==> src/hw/rtl/lqr_pkg.sv <==
// Package for the gain-scheduled LQR torque block: sizes, constants, types and saturation helpers.
// No dependencies.
`timescale 1ns / 1ps
package lqr_pkg;
  localparam int NUM_SETS    = 5;
  localparam int FRAC_BITS   = 16;
  localparam int GAINS       = 12;
  localparam int TERMS       = 4;
  localparam int SET_WORDS   = GAINS * TERMS;
  localparam int STORE_DEPTH = NUM_SETS * SET_WORDS;
  localparam int ADDR_W      = $clog2(STORE_DEPTH);
  localparam int SET_W       = 3;
  localparam int LEN_BITS    = 16;
  localparam int LANES       = 2;
  localparam logic [31:0] STEP32 = 32'd1124419809;

  localparam logic CMD_COMPUTE = 1'b0;
  localparam logic CMD_LOAD    = 1'b1;

  typedef struct packed {
    logic              command;
    logic signed [31:0] theta;
    logic signed [31:0] theta_rate;
    logic signed [31:0] position;
    logic signed [31:0] velocity;
    logic signed [31:0] pitch;
    logic signed [31:0] pitch_rate;
    logic [15:0]       leg_length;
    logic [2:0]        load_set;
    logic [3:0]        load_gain;
    logic [1:0]        load_term;
    logic signed [31:0] load_value;
  } in_item_t;

  typedef struct packed {
    logic signed [31:0] wheel_torque;
    logic signed [31:0] joint_torque;
    logic [2:0]        set_used;
    logic              clipped;
  } out_item_t;

  // lane control from the sequencer
  typedef struct packed {
    logic       clear;   // start a new item
    logic       gain_go; // gain word for this state element is complete
  } lane_ctl_t;

  function automatic logic signed [31:0] sat32(input logic signed [63:0] v);
    if (v > 64'sd2147483647) return 32'sh7fffffff;
    else if (v < -64'sd2147483648) return 32'sh80000000;
    else return v[31:0];
  endfunction

  function automatic logic is_sat(input logic signed [63:0] v);
    return (v > 64'sd2147483647) || (v < -64'sd2147483648);
  endfunction
endpackage

==> src/hw/rtl/lqr_lane.sv <==
// One torque lane: evaluates one gain polynomial per state element and
// accumulates x*K. Depends on lqr_pkg.
`timescale 1ns / 1ps
module lqr_lane (
  input  logic                    clk,
  input  logic                    rst,
  input  lqr_pkg::lane_ctl_t      ctl,
  input  logic                    term_vld,
  input  logic [1:0]              term,
  input  logic signed [31:0]      coef,
  input  logic [15:0]             lpow,
  input  logic signed [31:0]      x,
  output logic signed [63:0]      acc
);
  import lqr_pkg::*;
  logic signed [63:0] gain;
  logic signed [48:0] prod;
  logic signed [31:0] k;
  logic signed [63:0] xk;
  logic               xk_vld;

  assign prod = coef * $signed({1'b0, lpow});
  assign k    = sat32(gain);

  always_ff @(posedge clk) begin
    if (rst) begin
      xk_vld <= 1'b0;
    end else begin
      xk_vld <= ctl.gain_go;
    end
    if (ctl.clear || ctl.gain_go) gain <= '0;
    else if (term_vld) begin
      if (term == 2'd3) gain <= gain + 64'(coef);
      else gain <= gain + 64'(prod >>> LEN_BITS);
    end
    if (ctl.gain_go) xk <= x * k;
    if (ctl.clear) acc <= '0;
    else if (xk_vld) acc <= acc + (xk >>> FRAC_BITS);
  end
endmodule

==> config.mk <==
export PLATFORM = sky130hd
export DESIGN_NAME = lqr_lane
export DESIGN_NICKNAME = d
export VERILOG_FILES = /design/src/hw/rtl/lqr_pkg.sv /design/src/hw/rtl/lqr_lane.sv
export SDC_FILE = /design/constraint.sdc
export NUM_CORES = 2
export LEC_CHECK = 0
export ABC_CLOCK_PERIOD_IN_PS = 13400
export BUFFER_PORTS_ARGS = -buffer_cell sky130_fd_sc_hd__buf_2
export CORE_ASPECT_RATIO = 0.8
export CORE_MARGIN = 2
export CORE_UTILIZATION = 43
export CTS_CLUSTER_SIZE = 24
export DETAILED_ROUTE_END_ITERATION = 6
export PLACE_DENSITY = 0.64
export SLEW_MARGIN = 20
export SYNTH_ARGS = -nofsm -noshare
export SYNTH_HDL_FRONTEND = slang
export SYNTH_SLANG_ARGS = --single-unit
==> constraint.sdc <==
create_clock -name clk -period 13.4 [get_ports clk]
set_input_delay 0 -clock clk [delete_from_list [all_inputs] [get_ports clk]]
set_output_delay 0 -clock clk [all_outputs]
set_load 0.01 [all_outputs]
==> impl_metrics.env <==
export IMPL_cp_end_kind="flop"
export IMPL_area_growth_pct=4.76
export IMPL_wirelength_um=190000
export IMPL_synthFlopType="dfxtp_1"
export IMPL_cap_violations=0
export IMPL_nFillCells=14500
export IMPL_path_clk_slew_ns=0.10
export IMPL_dp_hpwl_um=144000
export IMPL_cts_max_level=4
export IMPL_synth_xor_area_share_pct=2.61
export IMPL_cts_repair_resized=0
export IMPL_antenna_found_initial=10
export IMPL_ys_async_sr_fraction_pct=0
export IMPL_holdBufCountCts=2
export IMPL_synth_top_cell_by_area="fa_1"
export IMPL_synth_compound_area_share_pct=7.02
export IMPL_drc=0
export IMPL_ys_warnings_count=0
export IMPL_fp_row_count=127
export IMPL_dp_cells=9001
export IMPL_drive_above_1_share_pct=4.01
export IMPL_clock_sinks=177
export IMPL_port_buffer_count=150
export IMPL_dr_pass1_iters=5
export IMPL_cp_common_cell="fa_1"
export IMPL_grt_ovfl_total=0
export IMPL_root_buffer="clkbuf_16"
export IMPL_max_freq_ghz=0.0861
export IMPL_hold_slack_ns=0.0818
export IMPL_relSlewSlack_pct=24.5
export IMPL_synth_distinct_cells=81
export IMPL_skew_ns=0.0242
export IMPL_critPathSlowestCell="nand2b_1"
export IMPL_die_area_mm2=0.155
export IMPL_postCtsSetupRepairBufs=0
export IMPL_synth_top_cell_area_share_pct=48.1
export IMPL_grt_max_degree=61
export IMPL_gp_congestion=0.942
export IMPL_rsz0062_at_grt="no"
export IMPL_grt_pass1_wl_um=304000
export IMPL_core_area_mm2=0.150
export IMPL_chipHeight_um=353
export IMPL_wire_per_inst_um=21.0
export IMPL_setup_tns_final_ns=0
export IMPL_ys_top_cells_by_area="fa_1 48%, inv_1 8.6%, ha_1 8.0%"
export IMPL_synth_seq_cells=177
export IMPL_drt_initial_drc_count=3822
export IMPL_cts_buffers=17
export IMPL_syn_avg_cell_area_um2=9.16
export IMPL_crit_path_start_kind="flop"
export IMPL_synthMuxAreaShare_pct=1.28
export IMPL_ant_nets=0
export IMPL_critPathMaxFanout=19
export IMPL_synth_area_mm2=0.0653
export IMPL_yosysMostFrequentCell="fa_1"
export IMPL_slowest_delay_ns=0.87
export IMPL_drv_slew=0
export IMPL_start_util_pct=43.5
export IMPL_synthCells=7131
export IMPL_finalCritPeriodShare_pct=86.7
export IMPL_die_w_um=440
export IMPL_grt_pass1_vias=52100
export IMPL_finalHoldViolCount=0
export IMPL_worstSetupPathType="reg -> reg"
export IMPL_hp_class="in -> reg"
export IMPL_fin_crit_ns=11.61
export IMPL_tritoncts="yes"
export IMPL_critPathArrivalTime_ns=11.91
export IMPL_worst_pin_slew_ns=1.13
export IMPL_status="complete, no violations"
export IMPL_clock_latency_ns=0.54
export IMPL_synth_common_cells="1571 x fa_1, 1497 x inv_1, 905 x nand2_1"
export IMPL_fin_util_pct=45.5
export IMPL_seq_area_frac_synth_pct=6.16
export IMPL_synth_top_family_by_area="adder cells"
export IMPL_final_net_count=9101
export IMPL_synth_nets=9209
export IMPL_synth_simple_area_share_pct=16.2
export IMPL_setup_violations=0
export IMPL_grt_usage_pct=25.4
export IMPL_synth_adder_area_share_pct=56.2
export IMPL_required_ns=13.70
export IMPL_cts_buffer_depth=2
export IMPL_io_pins=151
export IMPL_synth_edff_count=48
export IMPL_vias=48600
export IMPL_final_cells=9041
export IMPL_vias_per_cell=5.38
-- routing by layer --
metal | part of all wire, % | GRT usage (%) | vias up
li1 | - | - | 21200
met1 | 43 | 36.4 | 24900
met2 | 43 | 38.0 | 2163
met3 | 11 | 6.96 | 275
met4 | 2.4 | 6.00 | 6
met5 | 0.018 | 0 | -
-- placed cells by master (no fill, tap or decap), types with 34 or more instances in the layout --
cell type,Yosys,final
nor2_1,259,258
fa_1,1571,1571
inv_1,1497,1497
o21a_1,40,40
dfxtp_1,129,128
buf_2,0,150
nand2b_1,39,39
buf_4,0,56
ha_1,420,420
nor2b_1,88,88
a21o_1,155,152
edfxtp_1,48,48
mux2i_1,81,81
and2_1,668,668
o21ai_0,94,94
xnor2_1,132,132
a21oi_1,202,198
nand2_1,905,905
xor2_1,63,63
nand3_1,34,34
nand4_1,38,38
-- worst max-delay path: cells and delay by family, from the launching register on --
kind / cells / cell delay (ns)
adders and majority gates: 9 / 4.64
AOI/OAI and AO/OA: 7 / 2.05
and+or+nand+nor: 7 / 2.96
buffers and inverters: 7 / 1.16
DFF: 1 / 0.40
xor gates and xnor gates: 1 / 0.14
-- state kept, by name, indices dropped and copies added, names as in the netlist --
name / flops
xk: 48
gain: 64
acc: 64
xk_vld: 1
-- final cells by class --
class / count / area (um2) / share of cell area [%]
clock buffers: 17 / 425 / 0.621
inverters: 1498 / 5620 / 8.21
repair buffers: 208 / 1190 / 1.74
flip-flops and latches: 177 / 4030 / 5.88
multi-input cells: 5121 / 54500 / 79.6
well taps: 1999 / 2500 / 3.65
clock inverters: 15 / 201 / 0.294
diodes: 6 / 15.0 / 0.0219
-- cells by family after synthesis --
kind of cell / count (synthesis)
flops: 177
mux: 83
buf+inv: 1833
fa+ha+maj: 1991
compound gates: 692
simple gates: 2160
xor+xnor: 195
-- final timing paths --
check	start	to	slack, ns	cells past startpoint
worst max-delay path	gain[60]	xk[63]	1.79	31
worst min-delay path	ctl[1]	acc[45]	0.08	3
worst max register to register	gain[60]	xk[63]	1.79	31
worst min register to register	gain[62]	gain[62]	0.50	2
-- stage by stage --
step	instance area (um2)	setup WS [ns]
6_report	68500	1.79
5_1_grt	68500	1.21
4_1_cts	68400	1.92
3_5_place_dp	67800	1.95
3_3_place_gp	67800	2.38
2_1_floorplan	65300	4.01
Power is not shown: default switching activity piles up to over one toggle a cycle in this logic, so the estimate is an artifact.
